### config.mk
export PLATFORM = sky130hd
export DESIGN_NAME = trochoid_height_bisection
export DESIGN_NICKNAME = d
export VERILOG_FILES = /design/src/hw/rtl/thb_pkg.sv /design/src/hw/rtl/thb_mult.sv /design/src/hw/rtl/thb_cordic.sv /design/src/hw/rtl/trochoid_height_bisection.sv
export SDC_FILE = /design/constraint.sdc
export NUM_CORES = 2
export LEC_CHECK = 0
export ABC_AREA = 1
export BUFFER_PORTS_ARGS = -buffer_cell sky130_fd_sc_hd__buf_2
export CAP_MARGIN = 10
export CORE_ASPECT_RATIO = 1.25
export CORE_MARGIN = 5
export CORE_UTILIZATION = 65
export CTS_CLUSTER_DIAMETER = 200
export DETAILED_ROUTE_END_ITERATION = 10
export HOLD_SLACK_MARGIN = 0.06
export PLACE_DENSITY = 0.82
export SYNTH_ARGS = -nofsm -noshare
export SYNTH_HDL_FRONTEND = slang
export SYNTH_SLANG_ARGS = --single-unit
### constraint.sdc
create_clock -name aclk -period 9.6 [get_ports aclk]
set_input_delay 0.48 -clock aclk [delete_from_list [all_inputs] [get_ports aclk]]
set_output_delay 0.48 -clock aclk [all_outputs]
set_load 0.01 [all_outputs]
### src/hw/rtl/thb_pkg.sv
// ----------------------------------------------------------------------------
// thb_pkg: shared types and constants for the trochoid height solver
// Fixed-point formats, CORDIC arctangent table and the trig result bundle.
// ----------------------------------------------------------------------------
package thb_pkg;

    // bisection steps per item
    localparam int ITERATIONS   = 12;
    localparam int ITER_CNT_W   = $clog2(ITERATIONS + 1);

    // angles are unsigned Q2.14 radians
    localparam int ANG_W        = 16;
    localparam logic [ANG_W-1:0] ANG_PI      = 16'd51472;
    localparam logic [ANG_W-1:0] ANG_HALF_PI = 16'd25736;

    // cordic
    localparam int CORDIC_STEPS = 14;
    localparam int STEP_W       = $clog2(CORDIC_STEPS);
    localparam int CXY_W        = 18;
    localparam int CZ_W         = 17;
    localparam logic signed [CXY_W-1:0] CORDIC_GAIN = 18'sd9949;
    localparam logic signed [CXY_W-1:0] ONE_Q14     = 18'sd16384;

    // trig values, signed Q1.14
    localparam int TRIG_W       = 16;

    // field and product widths
    localparam int FIELD_W      = 16;
    localparam int HEIGHT_W     = 17;
    localparam int MUL_W        = 17;
    localparam int PROD_W       = 2 * MUL_W;
    localparam int VAL_W        = PROD_W + 1;
    localparam int HALF_HEIGHT_RESET = 256;
    localparam int HEIGHT_MAX   = 65535;
    localparam int ROUND_HALF   = 8192;
    localparam int FRAC_SHIFT   = 14;

    // result of one sine / cosine evaluation
    typedef struct packed {
        logic                     done;
        logic signed [TRIG_W-1:0] sin_q14;
        logic signed [TRIG_W-1:0] cos_q14;
    } thb_trig_t;

    // arctangent of 2^-i in Q2.14
    function automatic logic signed [CZ_W-1:0] atan_q14(input logic [STEP_W-1:0] idx);
        logic signed [CZ_W-1:0] r;
        case (idx)
            4'd0:    r = 17'sd12868;
            4'd1:    r = 17'sd7596;
            4'd2:    r = 17'sd4014;
            4'd3:    r = 17'sd2037;
            4'd4:    r = 17'sd1023;
            4'd5:    r = 17'sd512;
            4'd6:    r = 17'sd256;
            4'd7:    r = 17'sd128;
            4'd8:    r = 17'sd64;
            4'd9:    r = 17'sd32;
            4'd10:   r = 17'sd16;
            4'd11:   r = 17'sd8;
            4'd12:   r = 17'sd4;
            4'd13:   r = 17'sd2;
            default: r = 17'sd0;
        endcase
        return r;
    endfunction

endpackage

### src/hw/rtl/thb_mult.sv
// ----------------------------------------------------------------------------
// thb_mult: shared registered multiplier
// Signed 17 x 17 multiply with the product registered, used for every product.
// ----------------------------------------------------------------------------
module thb_mult
    import thb_pkg::*;
(
    input  logic                     aclk,
    input  logic signed [MUL_W-1:0]  op_a,
    input  logic signed [MUL_W-1:0]  op_b,
    output logic signed [PROD_W-1:0] prod_reg
);

    // one product per cycle
    always_ff @(posedge aclk) begin
        prod_reg <= op_a * op_b;
    end

endmodule

### src/hw/rtl/thb_cordic.sv
// ----------------------------------------------------------------------------
// thb_cordic: iterative sine and cosine
// Rotation-mode CORDIC, one micro-rotation a cycle, angles in [0, pi].
// ----------------------------------------------------------------------------
module thb_cordic
    import thb_pkg::*;
(
    input  logic             aclk,
    input  logic             aresetn,
    input  logic             start,
    input  logic [ANG_W-1:0] angle,
    output logic             busy,
    output thb_trig_t        trig
);

    logic                     busy_reg;
    logic                     done_reg;
    logic [STEP_W-1:0]        step_reg;
    logic                     upper_reg;
    logic signed [CXY_W-1:0]  x_reg, y_reg;
    logic signed [CZ_W-1:0]   z_reg;
    logic signed [TRIG_W-1:0] sin_reg, cos_reg;

    logic signed [CXY_W-1:0]  dx, dy, x_next, y_next, x_fold;
    logic signed [CZ_W-1:0]   z_next, atan_val;
    logic                     upper_in;
    logic [ANG_W-1:0]         z_start;

    // saturate to +-1.0 in Q1.14
    function automatic logic signed [TRIG_W-1:0] clamp_one(input logic signed [CXY_W-1:0] v);
        logic signed [CXY_W-1:0] r;
        if (v > ONE_Q14) begin
            r = ONE_Q14;
        end else if (v < -ONE_Q14) begin
            r = -ONE_Q14;
        end else begin
            r = v;
        end
        return r[TRIG_W-1:0];
    endfunction

    // fold angles above pi/2 onto pi - t
    assign upper_in = angle > ANG_HALF_PI;
    assign z_start  = upper_in ? ANG_PI - angle : angle;

    // one micro-rotation
    always_comb begin
        atan_val = atan_q14(step_reg);
        dx       = y_reg >>> step_reg;
        dy       = x_reg >>> step_reg;
        if (!z_reg[CZ_W-1]) begin
            x_next = x_reg - dx;
            y_next = y_reg + dy;
            z_next = z_reg - atan_val;
        end else begin
            x_next = x_reg + dx;
            y_next = y_reg - dy;
            z_next = z_reg + atan_val;
        end
        x_fold = upper_reg ? -x_next : x_next;
    end

    // control
    always_ff @(posedge aclk) begin
        if (!aresetn) begin
            busy_reg <= 1'b0;
            done_reg <= 1'b0;
            step_reg <= '0;
        end else begin
            done_reg <= 1'b0;
            if (start && !busy_reg) begin
                busy_reg <= 1'b1;
                step_reg <= '0;
            end else if (busy_reg) begin
                step_reg <= step_reg + 1'b1;
                if (step_reg == STEP_W'(CORDIC_STEPS - 1)) begin
                    busy_reg <= 1'b0;
                    done_reg <= 1'b1;
                end
            end
        end
    end

    // datapath
    always_ff @(posedge aclk) begin
        if (start && !busy_reg) begin
            x_reg     <= CORDIC_GAIN;
            y_reg     <= '0;
            z_reg     <= signed'({1'b0, z_start});
            upper_reg <= upper_in;
        end else if (busy_reg) begin
            x_reg <= x_next;
            y_reg <= y_next;
            z_reg <= z_next;
            if (step_reg == STEP_W'(CORDIC_STEPS - 1)) begin
                sin_reg <= clamp_one(y_next);
                cos_reg <= clamp_one(x_fold);
            end
        end
    end

    assign busy         = busy_reg;
    assign trig.done    = done_reg;
    assign trig.sin_q14 = sin_reg;
    assign trig.cos_q14 = cos_reg;

endmodule

### src/hw/rtl/trochoid_height_bisection.sv
// ----------------------------------------------------------------------------
// trochoid_height_bisection: trochoid surface height by angle bisection
// Solves a*t - b*sin(t) = x over [0, pi] and returns b*cos(t).
// ----------------------------------------------------------------------------
// One item is taken at a time. Each of the 12 bisection steps forms the
// midpoint, runs the iterative CORDIC (one micro-rotation a cycle) and then
// uses the shared multiplier (a*t, b*sin(t), compare). The final b*cos(t)
// reuses the last CORDIC result and is rounded and saturated; the block then
// goes back to idle, where it takes the next item, and s_tready stays low
// from an acceptance until that return. The result sits in an output
// register, so a new item is accepted while the previous height still waits
// on m_tready; a second height finished before the first has left holds the
// block in its output state.
// half_height must only be written while the block is idle.
module trochoid_height_bisection
    import thb_pkg::*;
(
    input  logic        aclk,
    input  logic        aresetn,
    // configuration
    input  logic        cfg_wr_en,
    input  logic [15:0] cfg_wr_data,  // half_height
    // input items
    input  logic        s_tvalid,
    output logic        s_tready,
    input  logic [31:0] s_tdata,      // [15:0] wave_scale, [31:16] crest_distance
    // result items
    output logic        m_tvalid,
    input  logic        m_tready,
    output logic [23:0] m_tdata       // [16:0] height, [23:17] zero
);

    typedef enum logic [8:0] {
        S_IDLE    = 9'b000000001,
        S_MID     = 9'b000000010,
        S_TRIG    = 9'b000000100,
        S_MUL_A   = 9'b000001000,
        S_MUL_B   = 9'b000010000,
        S_DECIDE  = 9'b000100000,
        S_FIN_MUL = 9'b001000000,
        S_ROUND   = 9'b010000000,
        S_OUT     = 9'b100000000
    } thb_state_t;

    thb_state_t state_reg, state_next;

    logic [FIELD_W-1:0]       half_height_reg;
    logic [FIELD_W-1:0]       scale_reg, dist_reg;
    logic [ANG_W-1:0]         left_reg, right_reg, mid_reg;
    logic [ITER_CNT_W-1:0]    iter_reg;
    logic signed [PROD_W-1:0] acc_reg;
    logic [HEIGHT_W-1:0]      height_reg;
    logic                     m_tvalid_reg;
    logic [23:0]              m_tdata_reg;

    logic [ANG_W:0]           mid_sum;
    logic [ANG_W-1:0]         mid_calc;
    logic                     cordic_busy;
    thb_trig_t                trig;
    logic signed [MUL_W-1:0]  op_a, op_b;
    logic signed [PROD_W-1:0] prod;
    logic signed [VAL_W-1:0]  val, target, rsum, rshift;
    logic [HEIGHT_W-1:0]      height_sat;
    logic                     go_left, out_free;

    // midpoint of the current interval
    assign mid_sum  = {1'b0, left_reg} + {1'b0, right_reg};
    assign mid_calc = mid_sum[ANG_W:1];

    thb_cordic u_cordic (
        .aclk    (aclk),
        .aresetn (aresetn),
        .start   (state_reg == S_MID),
        .angle   (mid_calc),
        .busy    (cordic_busy),
        .trig    (trig)
    );

    // operand selection for the shared multiplier
    always_comb begin
        case (state_reg)
            S_MUL_B: begin
                op_a = signed'({1'b0, half_height_reg});
                op_b = MUL_W'(trig.sin_q14);
            end
            S_FIN_MUL: begin
                op_a = signed'({1'b0, half_height_reg});
                op_b = MUL_W'(trig.cos_q14);
            end
            default: begin
                op_a = signed'({1'b0, scale_reg});
                op_b = signed'({1'b0, mid_reg});
            end
        endcase
    end

    thb_mult u_mult (
        .aclk     (aclk),
        .op_a     (op_a),
        .op_b     (op_b),
        .prod_reg (prod)
    );

    // bisection compare: x << 14 against a*t - b*sin(t)
    assign val     = VAL_W'(acc_reg) - VAL_W'(prod);
    assign target  = signed'({(VAL_W - FIELD_W - FRAC_SHIFT)'(0), dist_reg, FRAC_SHIFT'(0)});
    assign go_left = target > val;

    // round half up and saturate the height
    always_comb begin
        rsum   = VAL_W'(prod) + VAL_W'(ROUND_HALF);
        rshift = rsum >>> FRAC_SHIFT;
        if (rshift > VAL_W'(HEIGHT_MAX)) begin
            height_sat = HEIGHT_W'(HEIGHT_MAX);
        end else if (rshift < -VAL_W'(HEIGHT_MAX)) begin
            height_sat = HEIGHT_W'(-HEIGHT_MAX);
        end else begin
            height_sat = rshift[HEIGHT_W-1:0];
        end
    end

    assign out_free = !m_tvalid_reg || m_tready;

    // sequencer
    always_comb begin
        state_next = state_reg;
        case (state_reg)
            S_IDLE:    if (s_tvalid) state_next = S_MID;
            S_MID:     state_next = S_TRIG;
            S_TRIG:    if (trig.done) state_next = S_MUL_A;
            S_MUL_A:   state_next = S_MUL_B;
            S_MUL_B:   state_next = S_DECIDE;
            S_DECIDE: begin
                if (iter_reg == ITER_CNT_W'(ITERATIONS - 1)) begin
                    state_next = S_FIN_MUL;
                end else begin
                    state_next = S_MID;
                end
            end
            S_FIN_MUL: state_next = S_ROUND;
            S_ROUND:   state_next = S_OUT;
            S_OUT:     if (out_free) state_next = S_IDLE;
            default:   state_next = S_IDLE;
        endcase
    end

    // control registers
    always_ff @(posedge aclk) begin
        if (!aresetn) begin
            state_reg       <= S_IDLE;
            half_height_reg <= FIELD_W'(HALF_HEIGHT_RESET);
            m_tvalid_reg    <= 1'b0;
            iter_reg        <= '0;
        end else begin
            state_reg <= state_next;
            if (cfg_wr_en) begin
                half_height_reg <= cfg_wr_data;
            end
            if (state_reg == S_IDLE) begin
                iter_reg <= '0;
            end else if (state_reg == S_DECIDE) begin
                iter_reg <= iter_reg + 1'b1;
            end
            if (state_reg == S_OUT && out_free) begin
                m_tvalid_reg <= 1'b1;
            end else if (m_tready) begin
                m_tvalid_reg <= 1'b0;
            end
        end
    end

    // datapath registers
    always_ff @(posedge aclk) begin
        case (state_reg)
            S_IDLE: begin
                scale_reg <= s_tdata[15:0];
                dist_reg  <= s_tdata[31:16];
                left_reg  <= '0;
                right_reg <= ANG_PI;
            end
            S_MID: mid_reg <= mid_calc;
            S_MUL_B: acc_reg <= prod;
            S_DECIDE: begin
                if (go_left) begin
                    left_reg <= mid_reg;
                end else begin
                    right_reg <= mid_reg;
                end
            end
            S_ROUND: height_reg <= height_sat;
            S_OUT: begin
                if (out_free) begin
                    m_tdata_reg <= {7'd0, height_reg};
                end
            end
            default: begin
            end
        endcase
    end

    assign s_tready = (state_reg == S_IDLE);
    assign m_tvalid = m_tvalid_reg;
    assign m_tdata  = m_tdata_reg;

    // checks
    a_one_item: assert property (@(posedge aclk) disable iff (!aresetn)
        (s_tvalid && s_tready) |=> !s_tready)
        else $error("item accepted while another is in work");

    a_interval: assert property (@(posedge aclk) disable iff (!aresetn)
        (state_reg == S_DECIDE) |-> (left_reg <= mid_reg && mid_reg <= right_reg))
        else $error("midpoint outside the bisection interval");

    a_trig_wait: assert property (@(posedge aclk) disable iff (!aresetn)
        trig.done |-> (state_reg == S_TRIG && !cordic_busy))
        else $error("cordic finished outside the trig wait");

    a_height_range: assert property (@(posedge aclk) disable iff (!aresetn)
        m_tvalid |-> (m_tdata[16:0] != 17'h10000 && m_tdata[23:17] == 7'd0))
        else $error("height outside the saturated range");

endmodule

# --- After elaboration in Yosys (flattened, before gate mapping) ---
# Memory sizes are Yosys's and may differ from the RTL's. A register that Yosys moved wholly into a read port is not among the register bits.
# Cells that the tools add are included.
totals:
  regBits: 304
  latch_bits: 0
  mem_bits_rw: 0
  mem_bits_ro: 224
  in_bits: 53
  out_inout_bits: 26
  memories: 1
op_classes:
  n_addsub: 13
  mul: 1
  div: 0
  magnitude_cmp: 8
  eq_ne: 16
  n_shift: 2
  n_mux: 29
  bitwise_logic: 3
  n_reduce_logical: 20
memory_table:
  columns: ["memory", "words", "width", "rd", "rd_clocked_by_memory_dff", "write_ports", "line", "source"]
  rows:
  - ["(no name shown)", 16, 14, 1, 1, 0, "thb_pkg.sv:48", "case (idx)"]
op_table:
  columns: ["operator", "n"]
  rows:
  - ["$mux W16", 8]
  - ["$pmux W9 S9", 1]
  - ["$pmux W16 S2", 2]
  - ["$mux W18", 3]
  - ["$add A18 B18 Y18", 2]
  - ["$gt A18 B16 Y1 const B", 2]
  - ["$lt A18 B15 Y1 const B", 2]
  - ["$sshr A18 B4 Y18", 2]
  - ["$sub A18 B18 Y18", 2]
  - ["$add A34 B15 Y35 const B", 1]
  - ["$gt A31 B35 Y1", 1]
  - ["$sub A34 B34 Y35", 1]
  - ["$mul A17 B17 Y34", 1]
  - ["$mux W17", 2]
  - ["$pmux W17 S2", 1]
  - ["$mux W9", 3]
  - ["$gt A21 B17 Y1 const B", 1]
  - ["$lt A21 B17 Y1 const B", 1]
  - ["$neg A18 Y18", 1]
  - ["$add A16 B16 Y17", 1]
  - ["$add A17 B17 Y17", 1]
  - ["$sub A17 B17 Y17", 1]
  - ["$gt A16 B15 Y1 const B", 1]
  - ["$sub A16 B16 Y16 const A", 1]
  - ["25 further kinds", 50]

# --- Longest topological paths before layout ---
logic_depth:
  depth_word: 7
  ltp_mapped: 40

# --- Hierarchy ---
# A second synthesis with hierarchy kept.
hier_totals:
  hier_cells: 4463
  area_unflattened_um2: 33429.6
modules_own_cells:
  columns: ["module", "n_inst", "cells_per_inst", "area_per_inst_um2", "seq_area_each_um2"]
  rows:
  - ["thb_mult", 1, 1681, 12777.3, 680.7]
  - ["trochoid_height_bisection", 1, 1221, 10351.2, 5044.8]
  - ["thb_cordic", 1, 1561, 10301.1, 2612.5]

# --- Worst setup path after synthesis ---
# Ideal clock, no wire load.
synth_path:
  kind: "reg2reg"
  start: "register state_reg[0]"
  end: "register u_mult.prod_reg[33]"
  setup_ns: 0.121
  arrival_time_ns: 7.775
  required_time_ns: 9.479
  path_slack_ns: 1.703
  path_stages_with_launch: 37
  n_path_buf: 2
  period_less_slack_ns: 7.897
  cell_sequence: "dfxtp_1 > nor2_1 > nand2_1 > nor2_1 > nand2_1 > clkinv_1 > buf_1 > a22o_1 > a21oi_1 > inv_1 > clkbuf_1 > nand2_1 > fa_1 > inv_1 > fa_1 > inv_1 > fa_1 > inv_1 > fa_1 > fa_1 > inv_1 > fa_1 > inv_1 > ha_1 > a21oi_1 > inv_1 > a21oi_1 > o221ai_1 > a21oi_1 > o21ai_0 > nand2_1 > nand2_1 > a21oi_1 > inv_1 > nand2_1 > nand2_1 > xor2_1"
synth_between:
  elab_chain_cells: 4
  word_cells_on_any_way: 6
  classes_between: "mul: 1; eq/ne: 2; mux: 2; reduce/logical: 1"
synth_rtl:
  columns: ["item", "line", "source"]
  rows:
  - ["start, declared", "trochoid_height_bisection.sv:45", "thb_state_t state_reg, state_next;"]
  - ["start signal, assigned", "trochoid_height_bisection.sv:155", "state_reg <= state_next;"]
  - ["$eq A9 B5 Y1 or $eq A9 B7 Y1 (tied branches)", "trochoid_height_bisection.sv:81", "case (state_reg)"]
  - ["$reduce_or A2 Y1 (no line)", null, null]
  - ["$mux W16", "trochoid_height_bisection.sv:81", null]
  - ["$mul A17 B17 Y34 (*)", "thb_mult.sv:16", "prod_reg <= op_a * op_b;"]
  - ["end signal, assigned", "thb_mult.sv:16", null]
  - ["end, declared", "thb_mult.sv:11", "output logic signed [PROD_W-1:0] prod_reg"]
# Every way passes the cells marked *; elsewhere a longest branch is shown, timed or not.
# A chain may end at the register's enable or synchronous reset.

# --- Worst setup path after layout ---
# Same ends and word-level chain as after synthesis.

==> summary.md <==
| Metric | Value |
|---|---|
| Htree depth | `2` |
| Die width | `203 um` |
| Residual DRC count | `0` |
| Cell Rows | `88` |
| # diodes | `0` |
| Clk Latency, worst-skew pair | `0.56 ns` |
| I/O Buffers | `71` |
| Hpwl dp | `62900 um` |
| Max Fanout on Critical Path | `33` |
| Crit path DAT | `9.34 ns` |
| Status | `complete, no violations` |
| Fillers | `3805` |
| Final Wtd Congestion | `1.00` |
| Crit path launch type | `flip-flop` |
| Commonest non-fill, non-tap cells in the layout | `nand2_1, inv_1, nor2_1, ha_1, fa_1` |
| Fin crit share | `92.8%` |
| Ys async rst share | `0%` |
| Final Slew Violations | `0` |
| TritonCTS Buffers | `35` |
| Dominant synthesized flop cell | `edfxtp_1` |
| Syn_area_per_cell | `7.74 um2` |
| CTS Hold Buffers Added | `0` |
| CTS root buf | `clkbuf_16` |
| Final Hold Vio Count | `0` |
| Yosys warnings | `0` |
| DRT iter0 DRCs | `1777` |
| Layout Nets | `4496` |
| Commonest non-fill, non-tap cell in the layout | `nand2_1` |
| Post-route ant nets | `0` |
| Clock Skew | `0.0327 ns` |
| Routed wire per std cell | `17.1 um` |
| Vias in the first global route | `25900` |
| Most common cell on crit path | `inv_1` |
| Hold Path Class | `in -> reg` |
| Synth Register Bits | `318` |
| Worst-path clk slew | `0.07 ns` |
| Final WL | `78300 um` |
| Die Y | `252 um` |
| Layout cells sized above 1 | `6.65%` |
| RSZ-0062 raised after global routing | `no` |
| DIE AREA | `0.0511 mm2` |
| Num ports | `79` |
| Clock Sinks | `318` |
| Rel. slew slack | `21.0%` |
| Initial Util | `65.7%` |
| CP peak stage delay | `0.71 ns` |
| Register area share after synthesis | `27.5%` |
| Worst r2r path cells | `35` |
| Crit. End Element | `flip-flop` |
| Initial antenna violation count | `0` |
| Post-Syn Instances | `3917` |
| P&R area growth vs syn | `6.85%` |
| Setup violators final | `0` |
| Post-synth cell types | `64` |
| TritonCTS clock tree | `yes` |
| Post-CTS resize count | `0` |
| EDFF count, synth | `197` |
| Crit path kind | `reg -> reg` |
| WHS Path Cells | `1` |
| Max-cap violations | `0` |
| Post-CTS Setup Inserts | `0` |
| Drt pass-1 iters | `6` |
| First-pass GRT wire length | `127000 um` |
| Worst-margin pin slew | `1.18 ns` |
| DR vias/cell | `5.66` |
| Fmax | `0.112 GHz` |
| GRT Overall Usage | `30.4%` |
| CP max-delay cell | `o21ai_0` |
| Largest net degree at the start of global routing | `55` |
| Post-Syn Area | `0.0303 mm2` |
| WP data required | `10.03 ns` |
| CP Depth | `35` |
| Largest delay share family, worst path | `adder cells` |
| Via count | `26000` |
| Min Clock Period, post-route | `8.91 ns` |
| Worst Path Buf+Inv | `10` |
| Clk buf depth | `3` |
| Setup_tns | `0 ns` |
| Gr ovfl total | `0` |
| CORE AREA | `0.0461 mm2` |
cell usage after synthesis (15+ instances only):
| cell | number | share of area [%] |
|---|---|---|
| a21oi_1 | 165 | 2.7 |
| a31oi_1 | 19 | 0.39 |
| buf_2 | 18 | 0.30 |
| clkbuf_1 | 50 | 0.62 |
| dfxtp_1 | 121 | 8.0 |
| edfxtp_1 | 197 | 20 |
| fa_1 | 214 | 14 |
| ha_1 | 255 | 11 |
| inv_1 | 713 | 8.8 |
| inv_2 | 15 | 0.19 |
| nand2_1 | 891 | 11 |
| nand3_1 | 187 | 3.1 |
| nand4_1 | 39 | 0.80 |
| nor2_1 | 400 | 5.0 |
| nor3_1 | 42 | 0.69 |
| o21ai_0 | 122 | 2.0 |
| o21ai_1 | 40 | 0.66 |
| o21ai_2 | 15 | 0.43 |
| o22ai_1 | 19 | 0.39 |
| xnor2_1 | 51 | 1.5 |
| xor2_1 | 112 | 3.2 |
worst reg2reg max path: cells and delay by family (launching register included):
kind | cells | cell delay, ns
xor+xnor | 1 | 0.13
simple gates | 11 | 1.54
buf+inv | 10 | 1.64
compound gates | 6 | 1.82
fa+ha+maj | 7 | 3.28
flops | 1 | 0.37
path summary, 6_finish.rpt:
| check | slack [ns] | endpoint | from |
|---|---|---|---|
| min reg2reg | 0.42 | m_tdata[3]$_DFFE_PP_ | height_reg[3]$_SDFFCE_PP1P_ |
| max reg2reg | 0.69 | u_mult.prod_reg[33]$_DFF_P_ | state_reg[0]$_SDFFE_PN1P_ |
| min | 0.09 | dist_reg[11]$_DFFE_PP_ | s_tdata[27] |
| max | 0.69 | u_mult.prod_reg[33]$_DFF_P_ | state_reg[0]$_SDFFE_PN1P_ |
stage by stage:
step | setup WS (ns) | hold slack, ns | cells | util (%) | cell area (um2)
2_1_floorplan | 1.70 | 0.400 | 3923 | - | 30400
3_3_place_gp | 1.08 | 0.401 | 4522 | 67.7 | 31200
3_5_place_dp | 0.776 | 0.405 | 4522 | 67.7 | 31200
4_1_cts | 0.737 | 0.0705 | 4586 | 70.2 | 32400
5_1_grt | 0.0484 | 0.0708 | 4586 | 70.2 | 32400
6_report | 0.693 | 0.0934 | 4586 | 70.2 | 32400
area by class of cell:
class | instances | area, um2 | area share [%]
clock buffer | 40 | 916 | 2.83
multi-input combinational | 2776 | 18800 | 58.0
inverter | 737 | 2770 | 8.54
clock inverter | 24 | 248 | 0.765
tap | 585 | 732 | 2.26
timing repair buffer | 106 | 618 | 1.91
sequential | 318 | 8340 | 25.7
cells by family after synthesis:
kind of cell    count (synthesis)  synth area share [%]
flops                         318                  27.5
mux                             7                 0.231
fa+ha+maj                     469                  24.6
buf+inv                       829                  10.7
simple gates                 1637                  22.5
xor+xnor                      164                  4.76
other cells                     1                0.0124
compound gates                492                  9.60
per-layer routing:
metal / vias up / GRT usage [%] / part of all wire, %
met4: 0 / 18.1 / 7.2
met1: 12200 / 32.3 / 35
li1: 12600 / - / -
met3: 344 / 3.82 / 5.0
met5: - / 0 / 0
met2: 899 / 57.1 / 52
Power is not shown: default switching activity piles up to over one toggle a cycle in this logic, so the estimate is an artifact.
